<file path="src/rtl/cwp_div.sv">
// ----------------------------------------------------------------------------
// cwp_div
// Restoring unsigned divider, one quotient bit per cycle.
// ----------------------------------------------------------------------------
module cwp_div #(
  parameter int W = 8
) (
  input  logic         clk_i,
  input  logic         rst_ni,
  input  logic         start_i,
  input  logic [W-1:0] dividend_i,
  input  logic [W-1:0] divisor_i,
  output logic         done_o,
  output logic [W-1:0] quot_o
);

  localparam int CNT_W = $clog2(W + 1);

  logic [W-1:0]     rem_q, quot_q, div_q;
  logic [CNT_W-1:0] cnt_q;
  logic             busy_q, done_q;
  logic [W:0]       shifted;
  logic             ge;

  assign shifted = {rem_q, quot_q[W-1]};
  assign ge      = shifted >= {1'b0, div_q};
  assign done_o  = done_q;
  assign quot_o  = quot_q;

  always_ff @(posedge clk_i or negedge rst_ni) begin
    if (!rst_ni) begin
      busy_q <= 1'b0;
      done_q <= 1'b0;
      cnt_q  <= '0;
    end else begin
      done_q <= 1'b0;
      if (start_i) begin
        busy_q <= 1'b1;
        cnt_q  <= CNT_W'(W);
      end else if (busy_q) begin
        cnt_q <= cnt_q - 1'b1;
        if (cnt_q == CNT_W'(1)) begin
          busy_q <= 1'b0;
          done_q <= 1'b1;
        end
      end
    end
  end

  always_ff @(posedge clk_i) begin
    if (start_i) begin
      rem_q  <= '0;
      quot_q <= dividend_i;
      div_q  <= divisor_i;
    end else if (busy_q) begin
      rem_q  <= ge ? W'(shifted - {1'b0, div_q}) : shifted[W-1:0];
      quot_q <= {quot_q[W-2:0], ge};
    end
  end

endmodule

</file>
<file path="config.mk">
export PLATFORM = sky130hd
export DESIGN_NAME = cwp_div
export DESIGN_NICKNAME = d
export VERILOG_FILES = /design/src/rtl/cwp_div.sv
export SDC_FILE = /design/constraint.sdc
export NUM_CORES = 1
export LEC_CHECK = 0
export CAP_MARGIN = 20
export CORE_MARGIN = 3
export CORE_UTILIZATION = 50
export DETAILED_ROUTE_END_ITERATION = 6
export DONT_BUFFER_PORTS = 1
export GPL_TIMING_DRIVEN = 0
export HOLD_SLACK_MARGIN = 0.05
export PLACE_DENSITY = 0.62
export SYNTH_ARGS = -nofsm -noshare
export SYNTH_HDL_FRONTEND = slang
export SYNTH_SLANG_ARGS = --single-unit
</file>
<file path="constraint.sdc">
create_clock -name clk_i -period 4.46 [get_ports clk_i]
set_input_delay 0.446 -clock clk_i [delete_from_list [all_inputs] [get_ports clk_i]]
set_output_delay 0.446 -clock clk_i [all_outputs]
set_load 0.02 [all_outputs]
</file>
==> results summary <==
The run finished with clean final reports. The largest area contributor in the netlist is edfxtp_1. The worst register-to-register path begins at quot_o[7]. The xor/xnor cell area share of the yosys netlist is 0.0429. The level count of the clock H-tree is 2. The switching power as a share of total power is 0.384. The maximum buffer depth of the clock tree is 2.

The area share of the leading cell type in the synthesized netlist came out at 0.294. The number of nets in the synthesized netlist is approximately 180. The worst setup path is launched from a flip-flop. The ratio of cells with drive above 1 in the final layout is 0.172. The leakage power total came out at around 0.7 nW.

The worst reg-to-reg setup slack came out at 2330 ps. The detailed-route wire length came out at between 2 and 3 mm. The first-pass GRT wire length came out at roughly 4.5 mm. After synthesis, the mean cell area works out to about 11 µm². The width of the chip came out at between 60 and 70 µm. After clock tree synthesis, the clock-pin slew on the worst setup and hold paths is ~100 ps.

Setup repair after global routing left no endpoint under its margin. The mean routed wirelength per cell is 13.6 µm. The total of cells resized after clock tree synthesis is 0.

TritonCTS built the clock tree. The achievable frequency came out at between 0.4 and 0.5 GHz. The post-synthesis adder-cell area fraction came out at 0.0888. The share of total power in sequential cells came out at 0.422.

Summed over all layers, the global routing overflow is 0. The critical path starts at quot_o[7]. The maximum vdd drop came out at ~310 µV. The count of flip-flops with a built-in enable after synthesis came out at 16. The critical path class is reg -> reg. The net count reported at finish is about 190.

In the synthesized netlist the dominant register cell turns out to be edfxtp_1. By area, the combinational part of the netlist is dominated by simple AND/OR/NAND/NOR gates. The data required time at the worst endpoint came out at between 4000 and 5000 ps. The sequential element share of the synthesized area came out at 0.484.

The simple-gate share of the synthesized area is 0.126. The I/O pin count is 28. The ratio of final minimum period to clock period is 0.477.

The floorplan step defined a die boundary enclosing about 4000 µm². The count of buffers added on input and output ports is 0. In this run the cell area of the synthesized design comes to between 1500 and 2000 µm².

The total setup violations reported at the end of the flow is 0. The core footprint is between 3000 and 4000 µm². The buffer count from post-CTS setup fixing came out at 0.

The largest net degree at the start of global routing is 11. The share of flip-flops with an asynchronous set or reset after synthesis came out at 0.200. The design draws between 1 and 1.5 mW. After synthesis, the cell types taking the most area are edfxtp_1 (29%), dfxtp_1 (9.8%), dfrtp_1 (9.2%). The worst endpoint data arrival time is between 2000 and 2500 ps. The sum of net half-perimeters after detailed placement is 2.13 mm.

The buffer type at the clock tree root is clkbuf_4. The post-route setup TNS came out at 0 ps. The final cell count without fillers came out at around 200. The area added between synthesis and finish is 7.27%. The synthesis-stage register bit count came out at 30. The internal cell power came out at between 0.6 and 0.7 mW. The pre-antenna-repair detailed-routing pass consisted of 4 iterations. The combinational power share is 0.431. The number of global-route vias before repair came out at slightly above 1k. The number of pins exceeding their max-slew limit in the final report is 0. The post-synthesis cell count is 148. The portion of synthesized area spent on multiplexers is 0.0888. The count of standard-cell rows is 20. The clock sink total came out at 30. For this run, design rule violations remaining after detail routing come to 0. The most critical setup path has its endpoint at rem_q[6].

Of all nets on the critical path, the largest fanout is 3. The type of the tightest min-delay check is in -> reg. The combined global-route utilization of all metal layers came out at 0.149. In this run the most critical hold path is launched from divisor_i[0]. The endpoint identified for the worst register-to-register timing path is rem_q[6].

The die extent in y is around 63 µm. The via density per instance came out at 5.34. The number of violations reported at the end of detailed-routing iteration 0 came out at 40.

The pin slew with the least headroom to its limit is between 400 and 500 ps. In this run the power spent charging and discharging nets is 0.401 mW. The number of unique standard cell types used by synthesis is just over 40. The worst setup path is captured at a flip-flop.

The number of max-cap violations came out at 0. The final hold slack came out at 211 ps. The antenna cell count is 0. The worst slew slack as a fraction of its limit came out at 0.672. The instance count after placement with tap cells included came out at approximately 190. The number of antenna violations at the first check in global routing came to 0. Across the routed clock network, the largest skew measured is between 10 and 15 ps. Counting I/O delays and the setup requirement, the final critical path takes 2130 ps. The remaining antenna violation count after routing came out at 0. The complex-gate fraction of the synthesized area is 0.123. The cell depth of the worst flop-to-flop path is 8.

The initial core utilization came out at 0.531. The routability-driven placement congestion ratio came out at ~0.8. The warning count from the yosys run is 0.

The clock network latency to the later pin of the worst-skew pair is ~330 ps. For this design the ratio of total power to cell area is between 500 and 600 nW/µm². Of the total power, the clock network draws 0.147.

The final number of hold-violating endpoints is 0. TritonCTS created 5 clock buffers. The final route contains 1074 vias.
## synthesized netlist by cell type, types with 2 or more instances
master / n
nor2_1: 17
edfxtp_1: 16
inv_1: 13
nand2_1: 12
ha_1: 10
dfxtp_1: 8
mux2_2: 8
dfrtp_1: 6
o21ai_1: 5
xnor2_1: 5
a21oi_1: 4
mux2i_1: 4
nand2b_1: 4
nor2b_1: 3
xor2_1: 3
a211oi_1: 2
a211oi_2: 2
a21oi_2: 2
a31o_1: 2
## cell families after synthesis
family | Yosys count
simple gates | 43
flops | 30
compound gates | 25
buf+inv | 18
mux | 13
fa+ha+maj | 11
xor+xnor | 8
## cell type report
cell class,count,area [µm²]
Timing Repair Buffer,1,10.0
Multi-Input combinational cell,100,767
Clock buffer,5,37.5
Sequential cell,30,791
Inverter,14,52.6
Clock inverter,3,16.3
Buffer,4,23.8
Tap cell,44,55.1
Fill cell,279,1330
## cell usage in the layout, fill, tap and decap left out, types with 4 or more instances in the layout
master | netlist | routed
ha_1 | 10 | 10
dfxtp_1 | 8 | 8
inv_1 | 13 | 13
mux2i_1 | 4 | 4
nand2_1 | 12 | 12
dfrtp_1 | 6 | 6
a21oi_1 | 4 | 4
clkbuf_4 | 0 | 5
o21ai_1 | 5 | 5
nor2_1 | 17 | 17
xnor2_1 | 5 | 5
mux2_2 | 8 | 8
edfxtp_1 | 16 | 16
nand2b_1 | 4 | 4
## how the worst min path moves through the flow
stage | end | cells past startpoint
4_1_cts | div_q[0] | 0
2_1_floorplan | busy_q | 0
5_1_grt | div_q[6] | 0
6_report | div_q[0] | 0
3_3_place_gp | cnt_q[1] | 0
3_5_place_dp | cnt_q[2] | 0
## metrics by stage
step                setup WS, ps  utilization  area, µm²
global placement            2390        0.549       1690
detailed placement          2360        0.549       1690
CTS                         2330        0.570       1750
finish                      2330        0.570       1750
floorplan                   2530            -       1630
global route                2220        0.570       1750
## registers in the layout, indices dropped and copies added (netlist names)
name and cells:
cnt_q 4, rem_q 8, div_q 8, busy_q 1, done_o 1, quot_o 8
## power groups by stage
| stage | Clock, mW | Sequential [mW] | Combinational (mW) |
|---|---|---|---|
| after floorplan | 0 | 0.433 | 0.384 |
| after global placement | 0 | 0.449 | 0.436 |
| after detailed placement | 0 | 0.448 | 0.452 |
| after CTS | 0.160 | 0.443 | 0.454 |
| after global routing | 0.174 | 0.453 | 0.507 |
| final | 0.154 | 0.441 | 0.450 |
## routing by layer
layer  vias up  track usage  routed length [µm]  part of all wire
li1        532            -                   -                 -
met1       510        0.189                1270              0.47
met2        26        0.223                1270              0.47
met3         6       0.0660                 146             0.053
met4         0       0.0551                  38             0.014
met5         -            0                   0                 0
## worst max-delay path, cell delays in order (launching register included)
cell	delay, ps
edfxtp_1	480
inv_1	90
ha_1	240
fa_1	410
nand2b_1	190
a21oi_1	190
nand3_1	90
and4_1	210
o31ai_2	160
## repair_timing
action                                 4_1_cts  5_1_grt
setup endpoints to repair                    0        0
endpoints found under the hold margin        6        0
hold buffers                                 1        0
(Power assumes the default switching activity.)
